File: config.mk
export PLATFORM = sky130hd
export DESIGN_NAME = rumble_motor_pulse_controller
export DESIGN_NICKNAME = d
export VERILOG_FILES = /design/src/rtl/rmpc_pkg.sv /design/src/rtl/rmpc_step_unit.sv /design/src/rtl/rmpc_calc.sv /design/src/rtl/rumble_motor_pulse_controller.sv
export SDC_FILE = /design/constraint.sdc
export NUM_CORES = 1
export LEC_CHECK = 0
export ABC_AREA = 0
export BUFFER_PORTS_ARGS = -buffer_cell sky130_fd_sc_hd__buf_2
export CORE_UTILIZATION = 65
export DETAILED_ROUTE_END_ITERATION = 8
export PLACE_DENSITY_LB_ADDON = 0.1
export REMOVE_ABC_BUFFERS = 1
export SLEW_MARGIN = 15
export SYNTH_ARGS = -nofsm -noshare
export SYNTH_HDL_FRONTEND = slang
export SYNTH_HIERARCHICAL = 1
export SYNTH_SLANG_ARGS = --single-unit
File: constraint.sdc
create_clock -name aclk -period 8.4 [get_ports aclk]
set_input_delay 0.42 -clock aclk [delete_from_list [all_inputs] [get_ports aclk]]
set_output_delay 0.42 -clock aclk [all_outputs]
set_load 0.1 [all_outputs]
File: src/rtl/rmpc_pkg.sv
// Shared types and constants for the rumble motor pulse controller.
`timescale 1ns / 1ps

package rmpc_pkg;

    localparam int PIPE_DEPTH_DEF = 3;

    localparam int CMD_W      = 3;
    localparam int DURATION_W = 15;
    localparam int LEVEL_W    = 8;
    localparam int FRAME_W    = 32;
    localparam int KIND_W     = 2;
    localparam int KICK_W     = 3;
    localparam int SLIP_W     = 3;
    localparam int MOTOR_W    = 2;
    localparam int ACCUM_W    = 16;
    localparam int CALC_W     = 24;
    localparam int CFG_IDX_W  = 2;

    localparam int MUL_STEPS  = LEVEL_W;
    localparam int DIV_STEPS  = FRAME_W;
    localparam int CNT_W      = $clog2(DIV_STEPS);
    localparam int CUBE_SHIFT = 9;

    localparam logic [CMD_W-1:0] CMD_TICK      = 3'd0;
    localparam logic [CMD_W-1:0] CMD_QUEUE     = 3'd1;
    localparam logic [CMD_W-1:0] CMD_DECAY     = 3'd2;
    localparam logic [CMD_W-1:0] CMD_SLIP      = 3'd3;
    localparam logic [CMD_W-1:0] CMD_VIBRATE   = 3'd4;
    localparam logic [CMD_W-1:0] CMD_SUBMERGED = 3'd5;
    localparam logic [CMD_W-1:0] CMD_CANCEL    = 3'd6;

    localparam logic [MOTOR_W-1:0] MOTOR_NONE  = 2'd0;
    localparam logic [MOTOR_W-1:0] MOTOR_START = 2'd1;
    localparam logic [MOTOR_W-1:0] MOTOR_STOP  = 2'd2;

    localparam logic [KIND_W-1:0] KIND_NONE   = 2'd0;
    localparam logic [KIND_W-1:0] KIND_STRONG = 2'd1;
    localparam logic [KIND_W-1:0] KIND_WEAK   = 2'd2;

    localparam logic [CFG_IDX_W-1:0] REG_STRONG_THRESHOLD = 2'd0;
    localparam logic [CFG_IDX_W-1:0] REG_KICK_FRAMES      = 2'd1;

    localparam logic [LEVEL_W-1:0] STRONG_THRESHOLD_RST = 8'd70;
    localparam logic [KICK_W-1:0]  KICK_FRAMES_RST      = 3'd4;

    localparam logic [ACCUM_W-1:0] PULSE_UNIT = 16'h0100;
    localparam logic [ACCUM_W-1:0] PULSE_BIAS = 16'd4;
    localparam logic [ACCUM_W-1:0] IDLE_MARGIN = 16'd4;

    localparam logic [SLIP_W-1:0] SLIP_ARM       = 3'd7;
    localparam logic [SLIP_W-1:0] SLIP_MIN       = 3'd4;
    localparam logic [SLIP_W-1:0] SLIP_PERIOD    = 3'd7;
    localparam logic [SLIP_W-1:0] SUBMERGED_SLIP = 3'd4;
    localparam logic [SLIP_W-1:0] SUBMERGED_PER  = 3'd4;
    localparam logic [SLIP_W-1:0] VIB_BASE       = 3'd5;
    localparam logic [SLIP_W-1:0] VIB_MAX        = 3'd4;
    localparam logic [SLIP_W-1:0] SLIP_FULL      = 3'd5;
    localparam logic [SLIP_W-1:0] SLIP_VIB       = 3'd2;

    typedef struct packed {
        logic               start;
        logic               is_mod;
        logic [LEVEL_W-1:0] level;
        logic [SLIP_W-1:0]  divisor;
        logic [FRAME_W-1:0] dividend;
    } calc_req_t;

    typedef struct packed {
        logic              done;
        logic [CALC_W-1:0] cube;
        logic              rem_zero;
    } calc_rsp_t;

endpackage

File: src/rtl/rmpc_step_unit.sv
// One step of shift-add multiply or restoring divide on a single shared adder.
`timescale 1ns / 1ps

module rmpc_step_unit (
    input  logic                      op_div,
    input  logic [rmpc_pkg::CALC_W-1:0] a,
    input  logic [rmpc_pkg::CALC_W-1:0] b,
    input  logic                      bit_in,
    output logic [rmpc_pkg::CALC_W-1:0] y
);
    import rmpc_pkg::*;

    logic [CALC_W-1:0] shifted;
    logic [CALC_W-1:0] lhs;
    logic [CALC_W-1:0] rhs;
    logic [CALC_W:0]   sum;

    assign shifted = {a[CALC_W-2:0], bit_in};
    assign lhs     = op_div ? shifted : a;
    assign rhs     = op_div ? ~b : (bit_in ? b : '0);
    assign sum     = {1'b0, lhs} + {1'b0, rhs} + {{CALC_W{1'b0}}, op_div};

    always_comb begin
        if (op_div) begin
            y = sum[CALC_W] ? sum[CALC_W-1:0] : shifted;
        end else begin
            y = sum[CALC_W-1:0];
        end
    end

endmodule

File: src/rtl/rmpc_calc.sv
// Sequencer for level cube and frame modulo over the shared step unit.
`timescale 1ns / 1ps

module rmpc_calc (
    input  logic                aclk,
    input  logic                aresetn,
    input  rmpc_pkg::calc_req_t req,
    output rmpc_pkg::calc_rsp_t rsp
);
    import rmpc_pkg::*;

    typedef enum logic [3:0] {
        CS_IDLE = 4'b0001,
        CS_SQ   = 4'b0010,
        CS_CU   = 4'b0100,
        CS_DIV  = 4'b1000
    } calc_state_t;

    calc_state_t        state_reg, state_next;
    logic [CALC_W-1:0]  acc_reg, acc_next;
    logic [CALC_W-1:0]  mcand_reg, mcand_next;
    logic [LEVEL_W-1:0] mplier_reg, mplier_next;
    logic [LEVEL_W-1:0] level_reg, level_next;
    logic [FRAME_W-1:0] dividend_reg, dividend_next;
    logic [SLIP_W-1:0]  divisor_reg, divisor_next;
    logic [CNT_W-1:0]   cnt_reg, cnt_next;
    logic               done_reg, done_next;

    logic               op_div;
    logic [CALC_W-1:0]  step_b;
    logic               step_bit;
    logic [CALC_W-1:0]  step_y;

    assign op_div   = (state_reg == CS_DIV);
    assign step_b   = op_div ? {{(CALC_W-SLIP_W){1'b0}}, divisor_reg} : mcand_reg;
    assign step_bit = op_div ? dividend_reg[FRAME_W-1] : mplier_reg[0];

    rmpc_step_unit u_step (
        .op_div (op_div),
        .a      (acc_reg),
        .b      (step_b),
        .bit_in (step_bit),
        .y      (step_y)
    );

    always_comb begin
        state_next    = state_reg;
        acc_next      = acc_reg;
        mcand_next    = mcand_reg;
        mplier_next   = mplier_reg;
        level_next    = level_reg;
        dividend_next = dividend_reg;
        divisor_next  = divisor_reg;
        cnt_next      = cnt_reg;
        done_next     = 1'b0;
        case (state_reg)
            CS_IDLE: begin
                if (req.start) begin
                    acc_next = '0;
                    if (req.is_mod) begin
                        dividend_next = req.dividend;
                        divisor_next  = req.divisor;
                        cnt_next      = CNT_W'(DIV_STEPS - 1);
                        state_next    = CS_DIV;
                    end else begin
                        mcand_next  = CALC_W'(req.level);
                        mplier_next = req.level;
                        level_next  = req.level;
                        cnt_next    = CNT_W'(MUL_STEPS - 1);
                        state_next  = CS_SQ;
                    end
                end
            end
            CS_SQ: begin
                acc_next    = step_y;
                mcand_next  = mcand_reg << 1;
                mplier_next = mplier_reg >> 1;
                cnt_next    = cnt_reg - 1'b1;
                if (cnt_reg == '0) begin
                    acc_next    = '0;
                    mcand_next  = step_y;
                    mplier_next = level_reg;
                    cnt_next    = CNT_W'(MUL_STEPS - 1);
                    state_next  = CS_CU;
                end
            end
            CS_CU: begin
                acc_next    = step_y;
                mcand_next  = mcand_reg << 1;
                mplier_next = mplier_reg >> 1;
                cnt_next    = cnt_reg - 1'b1;
                if (cnt_reg == '0) begin
                    done_next  = 1'b1;
                    state_next = CS_IDLE;
                end
            end
            CS_DIV: begin
                acc_next      = step_y;
                dividend_next = dividend_reg << 1;
                cnt_next      = cnt_reg - 1'b1;
                if (cnt_reg == '0) begin
                    done_next  = 1'b1;
                    state_next = CS_IDLE;
                end
            end
            default: begin
                state_next = CS_IDLE;
            end
        endcase
    end

    always_ff @(posedge aclk) begin
        if (!aresetn) begin
            state_reg <= CS_IDLE;
            done_reg  <= 1'b0;
        end else begin
            state_reg <= state_next;
            done_reg  <= done_next;
        end
        acc_reg      <= acc_next;
        mcand_reg    <= mcand_next;
        mplier_reg   <= mplier_next;
        level_reg    <= level_next;
        dividend_reg <= dividend_next;
        divisor_reg  <= divisor_next;
        cnt_reg      <= cnt_next;
    end

    assign rsp.done     = done_reg;
    assign rsp.cube     = acc_reg;
    assign rsp.rem_zero = (acc_reg == '0);

endmodule

File: src/rtl/rumble_motor_pulse_controller.sv
// Top level of the rumble motor pulse controller: handshake, request pipe and drive state.
`timescale 1ns / 1ps

// Takes one event per input beat and returns one result beat per event. Non-tick
// commands skip the drive decision. A tick also waits on the calc unit when a weak
// request needs its next pulse increment (level cubed through two 8-step shift-add
// passes of the shared step unit) or when vibrate mode needs frame_number modulo the
// period (a 32-step restoring divide on the same unit). The input is not ready while
// an event is in work; a finished result waits in the output register and the next
// event may be accepted meanwhile. Configuration writes are always ready.

module rumble_motor_pulse_controller #(
    parameter int PIPE_DEPTH = rmpc_pkg::PIPE_DEPTH_DEF
) (
    input  logic                              aclk,
    input  logic                              aresetn,

    input  logic                              cfg_valid,
    output logic                              cfg_ready,
    input  logic [rmpc_pkg::CFG_IDX_W-1:0]    cfg_index,
    input  logic [rmpc_pkg::LEVEL_W-1:0]      cfg_data,

    input  logic                              s_valid,
    output logic                              s_ready,
    input  logic [rmpc_pkg::CMD_W-1:0]        s_command,
    input  logic [rmpc_pkg::DURATION_W-1:0]   s_duration,
    input  logic [rmpc_pkg::LEVEL_W-1:0]      s_strength,
    input  logic [rmpc_pkg::LEVEL_W-1:0]      s_decay_step,
    input  logic [rmpc_pkg::SLIP_W-1:0]       s_vibrate_level,
    input  logic [rmpc_pkg::FRAME_W-1:0]      s_frame_number,
    input  logic                              s_reset_pending,
    input  logic                              s_demo_active,

    output logic                              m_valid,
    input  logic                              m_ready,
    output logic [rmpc_pkg::MOTOR_W-1:0]      m_motor_command,
    output logic                              m_idle
);
    import rmpc_pkg::*;

    localparam int LAST = PIPE_DEPTH - 1;

    typedef enum logic [3:0] {
        S_IDLE  = 4'b0001,
        S_DRIVE = 4'b0010,
        S_WAIT  = 4'b0100,
        S_DONE  = 4'b1000
    } state_t;

    state_t                state_reg, state_next;

    logic [KIND_W-1:0]     kind_reg  [PIPE_DEPTH];
    logic [KIND_W-1:0]     kind_next [PIPE_DEPTH];
    logic [DURATION_W-1:0] dur_reg   [PIPE_DEPTH];
    logic [DURATION_W-1:0] dur_next  [PIPE_DEPTH];
    logic [LEVEL_W-1:0]    lvl_reg   [PIPE_DEPTH];
    logic [LEVEL_W-1:0]    lvl_next  [PIPE_DEPTH];
    logic [LEVEL_W-1:0]    dec_reg   [PIPE_DEPTH];
    logic [LEVEL_W-1:0]    dec_next  [PIPE_DEPTH];

    logic [KICK_W-1:0]     kick_reg, kick_next;
    logic [DURATION_W-1:0] frames_reg, frames_next;
    logic [LEVEL_W-1:0]    cur_level_reg, cur_level_next;
    logic [LEVEL_W-1:0]    cur_decay_reg, cur_decay_next;
    logic [KIND_W-1:0]     cur_kind_reg, cur_kind_next;
    logic [ACCUM_W-1:0]    accum_reg, accum_next;
    logic [SLIP_W-1:0]     slip_reg, slip_next;
    logic [SLIP_W-1:0]     period_reg, period_next;

    logic [LEVEL_W-1:0]    threshold_reg, threshold_next;
    logic [KICK_W-1:0]     kick_frames_reg, kick_frames_next;

    logic [FRAME_W-1:0]    frame_reg, frame_next;
    logic                  rst_pend_reg, rst_pend_next;
    logic                  wait_mod_reg, wait_mod_next;
    logic [MOTOR_W-1:0]    motor_reg, motor_next;

    logic                  m_valid_reg, m_valid_next;
    logic [MOTOR_W-1:0]    m_motor_reg, m_motor_next;
    logic                  m_idle_reg, m_idle_next;

    logic                  s_beat;
    logic                  out_free;
    logic [LEVEL_W-1:0]    level_dec;
    logic [SLIP_W-1:0]     slip_armed;
    logic [ACCUM_W-1:0]    drive_sum;
    logic                  pipe_busy;
    logic                  idle_now;

    calc_req_t             calc_req;
    calc_rsp_t             calc_rsp;

    rmpc_calc u_calc (
        .aclk    (aclk),
        .aresetn (aresetn),
        .req     (calc_req),
        .rsp     (calc_rsp)
    );

    assign cfg_ready = 1'b1;
    assign s_ready   = (state_reg == S_IDLE);
    assign s_beat    = s_valid && s_ready;
    assign out_free  = !m_valid_reg || m_ready;

    assign level_dec  = (cur_level_reg > cur_decay_reg) ? cur_level_reg - cur_decay_reg : '0;
    assign slip_armed = (slip_reg == '0) ? SLIP_ARM : ((slip_reg < SLIP_MIN) ? SLIP_MIN : slip_reg);
    assign drive_sum  = {{(ACCUM_W-KICK_W){1'b0}}, kick_reg}
                      + {{(ACCUM_W-DURATION_W){1'b0}}, frames_reg};

    always_comb begin
        pipe_busy = 1'b0;
        for (int i = 0; i < PIPE_DEPTH; i++) begin
            pipe_busy = pipe_busy || (kind_reg[i] != KIND_NONE);
        end
    end

    assign idle_now = (drive_sum < IDLE_MARGIN) && !pipe_busy;

    always_comb begin
        threshold_next   = threshold_reg;
        kick_frames_next = kick_frames_reg;
        if (cfg_valid && cfg_ready) begin
            case (cfg_index)
                REG_STRONG_THRESHOLD: threshold_next   = cfg_data;
                REG_KICK_FRAMES:      kick_frames_next = cfg_data[KICK_W-1:0];
                default: begin
                end
            endcase
        end
    end

    always_comb begin
        state_next     = state_reg;
        for (int i = 0; i < PIPE_DEPTH; i++) begin
            kind_next[i] = kind_reg[i];
            dur_next[i]  = dur_reg[i];
            lvl_next[i]  = lvl_reg[i];
            dec_next[i]  = dec_reg[i];
        end
        kick_next      = kick_reg;
        frames_next    = frames_reg;
        cur_level_next = cur_level_reg;
        cur_decay_next = cur_decay_reg;
        cur_kind_next  = cur_kind_reg;
        accum_next     = accum_reg;
        slip_next      = slip_reg;
        period_next    = period_reg;
        frame_next     = frame_reg;
        rst_pend_next  = rst_pend_reg;
        wait_mod_next  = wait_mod_reg;
        motor_next     = motor_reg;
        m_valid_next   = m_valid_reg && !m_ready;
        m_motor_next   = m_motor_reg;
        m_idle_next    = m_idle_reg;

        calc_req.start    = 1'b0;
        calc_req.is_mod   = 1'b0;
        calc_req.level    = level_dec;
        calc_req.divisor  = period_reg;
        calc_req.dividend = frame_reg;

        case (state_reg)
            S_IDLE: begin
                if (s_beat) begin
                    motor_next = MOTOR_NONE;
                    state_next = S_DONE;
                    case (s_command)
                        CMD_TICK: begin
                            if (kind_reg[0] != KIND_NONE) begin
                                accum_next     = '0;
                                kick_next      = kick_frames_reg;
                                cur_kind_next  = kind_reg[0];
                                frames_next    = dur_reg[0];
                                cur_level_next = lvl_reg[0];
                                cur_decay_next = dec_reg[0];
                            end
                            for (int i = 0; i < PIPE_DEPTH - 1; i++) begin
                                kind_next[i] = kind_reg[i+1];
                                dur_next[i]  = dur_reg[i+1];
                                lvl_next[i]  = lvl_reg[i+1];
                                dec_next[i]  = dec_reg[i+1];
                            end
                            kind_next[LAST] = KIND_NONE;
                            frame_next      = s_frame_number;
                            rst_pend_next   = s_reset_pending;
                            state_next      = S_DRIVE;
                        end
                        CMD_QUEUE: begin
                            if (!s_demo_active) begin
                                kind_next[LAST] = (s_strength > threshold_reg) ?
                                                  KIND_STRONG : KIND_WEAK;
                                lvl_next[LAST]  = s_strength;
                                dur_next[LAST]  = s_duration;
                                dec_next[LAST]  = '0;
                            end
                        end
                        CMD_DECAY: begin
                            dec_next[LAST] = s_decay_step;
                        end
                        CMD_SLIP: begin
                            if (!s_demo_active) begin
                                slip_next   = slip_armed;
                                period_next = SLIP_PERIOD;
                            end
                        end
                        CMD_VIBRATE: begin
                            if (!s_demo_active) begin
                                slip_next = slip_armed;
                                if (s_vibrate_level <= VIB_MAX) begin
                                    period_next = VIB_BASE - s_vibrate_level;
                                end
                            end
                        end
                        CMD_SUBMERGED: begin
                            if (!s_demo_active) begin
                                slip_next   = SUBMERGED_SLIP;
                                period_next = SUBMERGED_PER;
                            end
                        end
                        CMD_CANCEL: begin
                            for (int i = 0; i < PIPE_DEPTH; i++) begin
                                kind_next[i] = KIND_NONE;
                            end
                            frames_next = '0;
                            slip_next   = '0;
                        end
                        default: begin
                        end
                    endcase
                end
            end
            S_DRIVE: begin
                state_next = S_DONE;
                if (rst_pend_reg) begin
                    motor_next = MOTOR_STOP;
                end else begin
                    if (slip_reg != '0) begin
                        slip_next = slip_reg - 1'b1;
                    end
                    if (kick_reg != '0) begin
                        kick_next  = kick_reg - 1'b1;
                        motor_next = MOTOR_START;
                    end else if (frames_reg != '0) begin
                        frames_next    = frames_reg - 1'b1;
                        cur_level_next = level_dec;
                        if (cur_kind_reg == KIND_STRONG) begin
                            motor_next = MOTOR_START;
                        end else if (accum_reg >= PULSE_UNIT) begin
                            accum_next = accum_reg - PULSE_UNIT;
                            motor_next = MOTOR_START;
                        end else begin
                            calc_req.start = 1'b1;
                            wait_mod_next  = 1'b0;
                            motor_next     = MOTOR_STOP;
                            state_next     = S_WAIT;
                        end
                    end else if (slip_reg >= SLIP_FULL) begin
                        motor_next = MOTOR_START;
                    end else if (slip_reg >= SLIP_VIB && period_reg != '0) begin
                        calc_req.start  = 1'b1;
                        calc_req.is_mod = 1'b1;
                        wait_mod_next   = 1'b1;
                        state_next      = S_WAIT;
                    end else begin
                        motor_next = MOTOR_STOP;
                    end
                end
            end
            S_WAIT: begin
                if (calc_rsp.done) begin
                    if (wait_mod_reg) begin
                        motor_next = calc_rsp.rem_zero ? MOTOR_START : MOTOR_STOP;
                    end else begin
                        accum_next = accum_reg
                                   + ACCUM_W'(calc_rsp.cube[CALC_W-1:CUBE_SHIFT])
                                   + PULSE_BIAS;
                    end
                    state_next = S_DONE;
                end
            end
            S_DONE: begin
                if (out_free) begin
                    m_valid_next = 1'b1;
                    m_motor_next = motor_reg;
                    m_idle_next  = idle_now;
                    state_next   = S_IDLE;
                end
            end
            default: begin
                state_next = S_IDLE;
            end
        endcase
    end

    always_ff @(posedge aclk) begin
        if (!aresetn) begin
            state_reg       <= S_IDLE;
            for (int i = 0; i < PIPE_DEPTH; i++) begin
                kind_reg[i] <= KIND_NONE;
            end
            kick_reg        <= '0;
            frames_reg      <= '0;
            cur_level_reg   <= '0;
            cur_decay_reg   <= '0;
            cur_kind_reg    <= KIND_NONE;
            accum_reg       <= '0;
            slip_reg        <= '0;
            period_reg      <= '0;
            threshold_reg   <= STRONG_THRESHOLD_RST;
            kick_frames_reg <= KICK_FRAMES_RST;
            m_valid_reg     <= 1'b0;
        end else begin
            state_reg       <= state_next;
            for (int i = 0; i < PIPE_DEPTH; i++) begin
                kind_reg[i] <= kind_next[i];
            end
            kick_reg        <= kick_next;
            frames_reg      <= frames_next;
            cur_level_reg   <= cur_level_next;
            cur_decay_reg   <= cur_decay_next;
            cur_kind_reg    <= cur_kind_next;
            accum_reg       <= accum_next;
            slip_reg        <= slip_next;
            period_reg      <= period_next;
            threshold_reg   <= threshold_next;
            kick_frames_reg <= kick_frames_next;
            m_valid_reg     <= m_valid_next;
        end
        for (int i = 0; i < PIPE_DEPTH; i++) begin
            dur_reg[i] <= dur_next[i];
            lvl_reg[i] <= lvl_next[i];
            dec_reg[i] <= dec_next[i];
        end
        frame_reg    <= frame_next;
        rst_pend_reg <= rst_pend_next;
        wait_mod_reg <= wait_mod_next;
        motor_reg    <= motor_next;
        m_motor_reg  <= m_motor_next;
        m_idle_reg   <= m_idle_next;
    end

    assign m_valid         = m_valid_reg;
    assign m_motor_command = m_motor_reg;
    assign m_idle          = m_idle_reg;

    a_done_in_wait: assert property (@(posedge aclk) disable iff (!aresetn)
        calc_rsp.done |-> state_reg == S_WAIT)
        else $error("calc unit finished outside the wait state");

    a_tick_drives: assert property (@(posedge aclk) disable iff (!aresetn)
        s_beat && s_command == CMD_TICK |=> state_reg == S_DRIVE)
        else $error("accepted tick did not enter drive decision");

    a_accum_bound: assert property (@(posedge aclk) disable iff (!aresetn)
        accum_reg[ACCUM_W-1] == 1'b0)
        else $error("pulse accumulator out of range");

    a_result_held: assert property (@(posedge aclk) disable iff (!aresetn)
        state_reg == S_DONE && !out_free |=> state_reg == S_DONE)
        else $error("result dropped while output busy");

endmodule
* Word level (Yosys, flattened, before mapping) *
Memories as Yosys holds them, arrays and structs flattened.
Index checks and enable logic that the tools add are counted.

word-level totals
  register bits after elaboration = 222
  bits in writable memories = 99
  output and inout port bits = 6
  logic and storage cells = 302
  memories kept = 4

cells by class
  add/subtract/negate cells = 12
  $lt $le $gt $ge = 8
  eq/ne operators = 49
  multiplexer cells = 142
  bitwise gates (word level) = 7
  reductions and logical operators = 53

memories
  memory    words  width  rd ports  clocked after Yosys merged registers in  wr ports  RTL line                             RTL
  dur_reg   3      15     3         0                                        3         rumble_motor_pulse_controller.sv:54  logic [DURATION_W-1:0] dur_reg [PIPE_DEPTH];
  dec_reg   3      8      3         0                                        3         rumble_motor_pulse_controller.sv:58  logic [LEVEL_W-1:0] dec_reg [PIPE_DEPTH];
  lvl_reg   3      8      3         0                                        3         rumble_motor_pulse_controller.sv:56  logic [LEVEL_W-1:0] lvl_reg [PIPE_DEPTH];
  kind_reg  3      2      3         0                                        3         rumble_motor_pulse_controller.sv:52  logic [KIND_W-1:0] kind_reg [PIPE_DEPTH];

operators with widths
  cell                                       count
  24-bit two-way mux                         15
  16-bit two-way mux                         12
  24-bit one-hot mux with 3 select lines     2
  15-bit two-way mux                         7
  8-bit two-way mux                          13
  45-bit two-way mux                         2
  32-bit two-way mux                         2
  32-bit one-hot mux with 2 select lines     1
  4-bit two-way mux                          15
  15-bit one-hot mux with 2 select lines     2
  16-bit one-hot mux with 3 select lines     1
  3-bit two-way mux                          15
  2-bit two-way mux                          21
  2-bit != test, second input constant       20
  8-bit one-hot mux with 2 select lines      2
  30-bit two-way mux                         1
  7-bit AND reduction                        4
  24-bit by 24-bit adder with 25-bit output  1
  25-bit by 1-bit adder with 25-bit output   1
  24-bit logical NOT                         1
  24-bit inverter                            1
  8-bit one-hot mux with 3 select lines      1
  3-bit AND reduction                        7
  3-bit nonzero test                         7
  other kinds (57)                           117

* Longest topological paths before layout *
Gate-level depths: netlist of run 1.

  depth after elaboration = 11
  gate-level depth with buffers = 19
  mapped depth without buffers = 15

* Hierarchy *
Netlist of run 1, hierarchy kept.

by module, submodules not included
  module                         instances  cells each  area each (um^2)  seq. area each (um^2)
  rumble_motor_pulse_controller  1          910         9,933.3           5,565.3
  rmpc_calc                      1          320         4,813.4           3,223.1
  rmpc_step_unit                 1          323         2,376.0           0.0

* Worst setup path before layout of run 1 *
No wires, ideal clock.

  kind = input-to-reg
  start = input port s_command[2] (netlist name)
  end = register cur_kind_reg[0], read port of kind_reg
  arrival = 5.683 ns
  setup slack = 2.585 ns
  stages on the path = 7
  buffers on the path = 2
  path through = buf_2 -> or3_1 -> clkbuf_1 -> nor2_1 -> nand2_1 -> nand2_1 -> a21oi_1

between the ends
  word-level cells in the longest chain between the ends = 2

ends and longest elaborated chain
  item                           RTL line                              RTL
  start: declaration             rumble_motor_pulse_controller.sv:25   input logic [rmpc_pkg::CMD_W-1:0] s_command,
  3-bit logical NOT              rumble_motor_pulse_controller.sv:167  case (s_command)
  4-bit AND reduction (no line)  n/a
  end: declaration               rumble_motor_pulse_controller.sv:65   logic [KIND_W-1:0] cur_kind_reg, cur_kind_next;

Every way passes these cells.
A chain may end at the register's enable or synchronous reset.

* Worst setup path after layout of run 1 *
  start = register u_calc.state_reg[3]
  end = register u_calc.mcand_reg[5] (data pin)

between the ends
  word-level cells in the longest chain between the ends = 10
  elaborated cells on any way between the ends = 16
  those cells by class = add/sub (2); eq/ne (4); mux (9); bitwise (1)

ends and longest elaborated chain
  item                                                            RTL line                          RTL
  start: declaration                                              rmpc_calc.sv:19                   calc_state_t state_reg, state_next;
  start signal: assignment                                        rmpc_calc.sv:117                  state_reg <= state_next;
  4-bit equality test (*)                                         rmpc_calc.sv:34                   assign op_div = (state_reg == CS_DIV);
  24-bit two-way mux / 1-bit two-way mux (equally long branches)  rmpc_calc.sv:35, rmpc_calc.sv:36
  24-bit two-way mux / 24-bit inverter (equally long branches)    rmpc_step_unit.sv:20              assign rhs = op_div ? ~b : (bit_in ? b : '0);
  24-bit two-way mux                                              rmpc_step_unit.sv:20
  24-bit by 24-bit adder with 25-bit output                       rmpc_step_unit.sv:21              assign sum = {1'b0, lhs} + {1'b0, rhs} + {{CALC_W{1'b0}}, op_div};
  25-bit by 1-bit adder with 25-bit output                        rmpc_step_unit.sv:21
  24-bit two-way mux                                              rmpc_step_unit.sv:25              y = sum[CALC_W] ? sum[CALC_W-1:0] : shifted;
  24-bit two-way mux (*)                                          rmpc_step_unit.sv:24              if (op_div) begin
  named net u_calc.step_y[5]                                      rmpc_calc.sv:32                   logic [CALC_W-1:0] step_y;
  24-bit two-way mux (*)                                          rmpc_calc.sv:79                   if (cnt_reg == '0) begin
  24-bit one-hot mux with 3 select lines (*)                      rmpc_calc.sv:56                   case (state_reg)
  named net u_calc.mcand_next[5]                                  rmpc_calc.sv:21                   logic [CALC_W-1:0] mcand_reg, mcand_next;
  end signal: assignment                                          rmpc_calc.sv:121                  mcand_reg <= mcand_next;
  end: declaration                                                rmpc_calc.sv:21

The timed path passes the listed nets; every way through them passes the cells marked *.

==> impl_metrics.tcl, run 1 <==
set metrics [dict create \
    outcome "finished clean" \
    cts_tree "built" \
    synth_area_per_cell_um2 11.03 \
    path_class "reg -> reg" \
    fmax_mhz 176.4 \
    port_buffers 90 \
    setup_violations 0 \
    path_cells "nand2b_1 > nor3_4 > buf_4 > nor2b_2 > mux2i_1 > fa_1 > inv_1 > fa_1 > a211oi_1 > o211ai_1 > nand2_2 > a31oi_4 > nor2_4 > mux2_2 > a221o_1" \
    place_area_um2 17680 \
    cts_made_buffers 35 \
    drv_slew 0 \
    grt_usage_pct 28.36 \
    fin_skew_ps 21.12 \
    synth_top_area_share_pct 41.39 \
    dr_total_vias 12310 \
    critPathRequiredTime_ps 8660 \
    rows 59 \
    ys_seq_elements 321 \
    grt-ovfl-total 0 \
    firstDrtPassIters 5 \
    synth_most_common_cell "edfxtp_1" \
    insertion_delay_ps 520 \
    synth_common_cells "edfxtp_1, nand2_1, a21oi_1, o21ai_0" \
    synth_edf_count 236 \
    drtIter0Drc 1023 \
    fp.coreArea_um2 25980 \
    initial_utilization_pct 65.89 \
    path_buf_inv 2 \
    ant_nets 0 \
    clkTransAtPathRegs_ps 60 \
    crit_path_start_kind "flop" \
    finalCriticalPeriod_ps 5670 \
    pwr_density_cell_nw_per_um2 185.8 \
    yosys.area.top_type "edfxtp_1" \
    dp_hpwl_um 25730 \
    place.gp.congestion 0.9188 \
    hold_violations 0 \
    viasPerCell 6.231 \
    syn_inst 1553 \
    hp-class "in -> reg" \
    cts_sinks 321 \
    post-route-period-util_pct 67.50 \
    drc 0 \
    routed_wl_um 37810 \
    synthFlopType "edfxtp_1" \
    syn_to_final_growth_pct 9.923 \
    comb_power_share_pct 7.2 \
    async_flop_share_pct 0 \
    fin_nets 1781 \
    grt_pass1_vias 11710 \
    seqPwrFrac_pct 49.6 \
    drv_cap 0 \
    slowest_delay_ps 810 \
    worst_path_most_repeated_cell "fa_1" \
    postCtsSetupBuffers 0 \
    p_int_mw 2.706 \
    die_w_um 164.3 \
    critPathCaptureType "flop" \
    peakVddDrop_uv 171.6 \
    p_leak_nw 6.924 \
    cts_resized 0 \
    wl_per_cell_um 19.14 \
    yosysWarnings 6 \
    slew_headroom_pct 26.00 \
    holdWs_ps 78.64 \
    grt_max_degree 87 \
    swShare_pct 22.60 \
    htree_levels 2 \
    clk_path_buf_depth 3 \
    design_area_um2 18820 \
    grt_pass1_wl_um 59800 \
    worst_path_max_delay_cell "buf_4" \
    finalSetupTns_ps 0 \
    largest_register_ffs 45 \
    fp.dieH_um 164.3 \
    seq_area_frac_synth_pct 51.33 \
    worstPathArrival_ps 5930 \
    synth_area_um2 17120 \
    die_area_um2 27000 \
    cp_top_family "simple AND/OR/NAND/NOR gates" \
    switchingPower_uw 790.1 \
    cp_max_fo 86 \
    rsz0062_at_grt "no" \
    antenna_found_initial 6 \
    layout-drive-gt1-share_pct 16.87 \
    cts_root_buf "clkbuf_16" \
    postCtsHoldBufs 0 \
    synth_area_leaders "edfxtp_1, dfxtp_1, ha_1" \
    synthDistinctLibCells 106 \
    num_io_pins 92 \
    clkPwrFrac_pct 43.2 \
    tightest_slew_ps 1106 \
]
==> layout by cell type (no fill, tap or decap), drive strengths merged, types with 33 or more instances in the layout <==
master  Yosys  final
mux2       71     71
and2       52     52
buf        43    104
inv        48     49
a21oi     103    103
nand3      46     46
nor2b      33     33
nand2     138    138
edfxtp    236    236
nor2       88     88
clkbuf     41     45
nor3       34     34
o21ai      99     99
dfxtp      85     85
ha         81     81
==> logic make-up (layout without fill, tap and decap cells) <==
| group | count (synthesis) | after routing | synth area share, % |
|---|---|---|---|
| flops | 321 | 321 | 51.33 |
| fa+ha+maj | 85 | 85 | 6.387 |
| mux | 84 | 84 | 5.605 |
| other cells | 1 | 5 | 0.02190 |
| compound gates | 400 | 400 | 15.91 |
| buf+inv | 132 | 215 | 3.697 |
| simple gates | 492 | 492 | 15.11 |
| xor+xnor | 38 | 38 | 1.944 |
==> layer usage <==
layer | global-route usage, % | vias to the layer above | routed length, um
met5 | 0 | - | 23
met4 | 8.502 | 4 | 790
met3 | 4.747 | 64 | 2273
met2 | 47.99 | 432 | 18590
met1 | 37.33 | 5852 | 16130
li1 | - | 5954 | -
==> stage by stage <==
stage                     utilization, %  setup WS [ps]  cells  total power, mW
after floorplan                        -          432.8   1469            1.934
after global placement             68.03           2920   1908            2.005
after detailed placement           68.03           2728   1908            2.013
after CTS                          72.38           2738   1971            3.515
after global routing               72.40           2352   1972            3.608
final                              72.43           2730   1975            3.496
==> layout make-up <==
class	instances	area, um2
inverter	48	180.2
clock inverter	18	186.4
antenna	4	10.01
multi-input combinational	1100	7737
clock buffer	45	944.7
sequential	321	8788
timing repair buffer	104	555.5
tap	335	419.2
fill	1843	7163
==> worst reg2reg max path: stages, from the launching register on <==
cell and delay, ps:
dfxtp_1 570, nand2b_1 200, nor3_4 160, buf_4 810, nor2b_2 460, mux2i_1 310
fa_1 250, inv_1 60, fa_1 420, a211oi_1 320, o211ai_1 160, nand2_2 150
a31oi_4 120, nor2_4 700, mux2_2 440, a221o_1 310
==> power by group through the flow <==
stage / registers (mW) / clock network [mW] / logic [mW]
3_5_place_dp: 1.77 / 0 / 0.245
6_report: 1.73 / 1.51 / 0.252
3_3_place_gp: 1.77 / 0 / 0.238
4_1_cts: 1.73 / 1.53 / 0.248
2_1_floorplan: 1.76 / 0 / 0.169
5_1_grt: 1.74 / 1.59 / 0.277
==> worst paths after layout <==
kind,to,depth (start not counted),slack [ps],startpoint
worst min-delay path,frame_reg[27],1,80,s_frame_number[27]
worst max-delay path,u_calc/mcand_reg[5],15,2730,u_calc/state_reg[3]
worst min register to register,dur_reg[0][19],0,410,dur_reg[0][34]
worst max register to register,u_calc/mcand_reg[5],15,2730,u_calc/state_reg[3]
No activity file was read; power rests on OpenSTA's default activity.
==> inputs of run 2 (changes only) <==
--- a/config.mk
+++ b/config.mk
@@ -5,9 +5,9 @@
 export SDC_FILE = /design/constraint.sdc
 export NUM_CORES = 1
 export LEC_CHECK = 0
-export ABC_AREA = 0
+export ABC_AREA = 1
 export BUFFER_PORTS_ARGS = -buffer_cell sky130_fd_sc_hd__buf_2
-export CORE_UTILIZATION = 65
+export CORE_UTILIZATION = 56
 export DETAILED_ROUTE_END_ITERATION = 8
 export PLACE_DENSITY_LB_ADDON = 0.1
 export REMOVE_ABC_BUFFERS = 1
==> constraint.sdc (replaced) <==
create_clock -name aclk -period 4.9 [get_ports aclk]
set_input_delay 0.245 -clock aclk [delete_from_list [all_inputs] [get_ports aclk]]
set_output_delay 0.245 -clock aclk [all_outputs]
set_load 0.1 [all_outputs]
==> run 2 against run 1 <==
  * Via count grew 17%
  * Sequential cell count is the same
  * Routed wire length grew 11%
  * Clock skew is essentially flat
  * Synthesized area grew 4.3%
  * Global-route usage shrank 2.6 points
  * Count of clock-buffer cells in the layout grew 2
==> impl_metrics.tcl, run 2 <==
set metrics [dict create \
    fmax_mhz 237.5 \
    dr_total_vias 14370 \
    final_common_cell "nand2_1" \
    grt_pass1_vias 13780 \
    r2r_setup_slack_ps 690 \
    htree_levels 2 \
    crit_path_start_kind "flop" \
    swShare_pct 28.85 \
    timing.hold.worst.start "m_ready" \
    antenna_found_initial 2 \
    worstPathArrival_ps 4470 \
    setup_violations 0 \
    initial_utilization_pct 56.76 \
    tightest_slew_ps 946.1 \
    synth_edf_count 236 \
    cp_max_fo 35 \
    hold_violations 0 \
    drc 0 \
    p_leak_nw 9.100 \
    wl_per_cell_um 15.53 \
    dp.cells 2567 \
    finish.utilization_pct 64.61 \
    worstReg2RegStart "u_calc/state_reg[2]" \
    grt_max_degree 66 \
    grt_usage_pct 25.78 \
    port_buffers 90 \
    multiInputGateArea_um2 7559 \
    ant_nets 0 \
    fp.dieH_um 180.6 \
    pwr_density_cell_nw_per_um2 346.8 \
    grt-ovfl-total 0 \
    drtIter0Drc 919 \
    place.gp.congestion 0.9070 \
    synth_most_common_cell "nand2_1" \
    routed_wl_um 41880 \
    die_w_um 180.6 \
    ys_seq_elements 321 \
    hp-class "in -> reg" \
    synth_area_leaders "edfxtp_1, nand2_1, dfxtp_1" \
    firstDrtPassIters 5 \
    peakVddDrop_uv 326.1 \
    viasPerCell 5.327 \
    clkPwrFrac_pct 36.7 \
    synth_area_um2 17860 \
    critPathCaptureType "flop" \
    dp_hpwl_um 29360 \
    syn_inst 2120 \
    fp.coreArea_um2 31470 \
    p_int_mw 5.018 \
    syn_to_final_growth_pct 13.83 \
    synth_area_per_cell_um2 8.427 \
    finalSetupTns_ps 0 \
    drv_slew 0 \
    seqPwrFrac_pct 43.6 \
    slew_headroom_pct 36.53 \
    layout.cells.non_filler 2697 \
    fill_cells 2642 \
    design_area_um2 20330 \
    cts_sinks 321 \
    clkTransAtPathRegs_ps 60 \
    synth_common_cells "nand2_1, inv_1, edfxtp_1, nor2_1, nand3_1" \
    largest_register_ffs 45 \
    async_flop_share_pct 0 \
    drv_cap 0 \
    cts_root_buf "clkbuf_16" \
    insertion_delay_ps 520 \
    cp-startpoint "u_calc/state_reg[2]" \
    seq_area_um2 8788 \
    path_class "reg -> reg" \
    finalCriticalPeriod_ps 4211 \
    synthFlopType "edfxtp_1" \
    outcome "finished clean" \
    layout-drive-gt1-share_pct 11.43 \
    critPathRequiredTime_ps 5150 \
    synthDistinctLibCells 60 \
    cts_resized 0 \
    fin_skew_ps 21.08 \
    rsz0062_at_grt "no" \
    num_io_pins 92 \
    layout_common_cells "nand2_1, inv_1, edfxtp_1" \
    holdWs_ps 31.53 \
    seq_area_frac_synth_pct 49.19 \
    post-route-period-util_pct 85.94 \
    comb_power_share_pct 19.7 \
    yosysWarnings 6 \
    rows 65 \
    clk_path_buf_depth 3 \
    yosys.area.top_type "edfxtp_1" \
    switchingPower_mw 2.035 \
    die_area_um2 32620 \
    synth_top_area_share_pct 39.67 \
    cts_tree "built" \
    grt_pass1_wl_um 67610 \
    cts_made_buffers 36 \
    place_area_um2 18570 \
    fin_nets 2436 \
]
==> run 2: power by group through the flow <==
stage | Combinational [mW] | Clock, mW | Sequential [mW]
6_report | 1.39 | 2.59 | 3.08
5_1_grt | 1.57 | 2.74 | 3.09
4_1_cts | 1.38 | 2.63 | 3.08
3_5_place_dp | 1.33 | 0 | 3.13
3_3_place_gp | 1.31 | 0 | 3.13
2_1_floorplan | 1.01 | 0 | 3.13
==> run 2: layout make-up <==
cell class	count	share of cell area, %
flip-flops and latches	321	43.22
multi-input cells	1434	37.17
repair buffers	164	5.772
inverters	308	5.735
clock buffers	47	4.836
well taps	402	2.474
clock inverters	19	0.7691
diodes	2	0.02461
==> run 2: timing repair <==
action | CTS | global route
endpoints found under the hold margin | 65 | 0
setup buffers | 0 | 0
hold buffers | 62 | 0
endpoints found under the setup margin | 0 | 0
==> run 2: kinds of logic after synthesis <==
family	Yosys count	share of synthesized area [%]
AND/OR/NAND/NOR	1023	24.95
buffers and inverters	365	8.552
flip-flops	321	49.19
AO/OA/AOI/OAI	304	10.12
adder cells (fa/ha/maj)	85	6.121
XOR/XNOR	20	0.9805
other	1	0.02099
multiplexers	1	0.05603
==> run 2: critical path: stages (launching register included) <==
cell	delay, ps
dfxtp_1	380
nor2_1	80
nand2_2	80
buf_4	350
nand2_1	90
nand2_1	410
inv_1	120
o21ai_0	150
o21ai_0	150
fa_1	440
inv_1	110
fa_1	190
nand2_1	80
nand2_1	120
nand3_1	80
nand2_1	110
nand2_1	90
nand2_2	100
nand2_4	70
nand2_8	240
inv_4	160
nand2_1	90
nand2_1	50
inv_1	90
o22ai_2	90
==> run 2: path summary, 6_finish.rpt <==
path,endpoint,cells after the start
max,u_calc/mcand_reg[18],24
max reg2reg,u_calc/mcand_reg[18],24
min reg2reg,lvl_reg[0][4],0
min,m_valid,4
==> run 2: metal layers <==
metal  up-vias  part of all wire, %  track usage (%)  wire length [um]
met1      6693                   43            32.31             18190
met2       321                   50            46.00             20880
met5         -                    0                0                 0
met3        73                  3.9            3.355              1645
li1       7281                    -                -                 -
met4         0                  2.8            8.308              1169
==> run 2: per-stage QoR <==
stage	setup WS (ps)	total power, mW
after global routing	274.8	7.393
after floorplan	-2027	4.133
final	689.1	7.053
after global placement	928.0	4.438
after detailed placement	757.1	4.463
after CTS	708.6	7.087
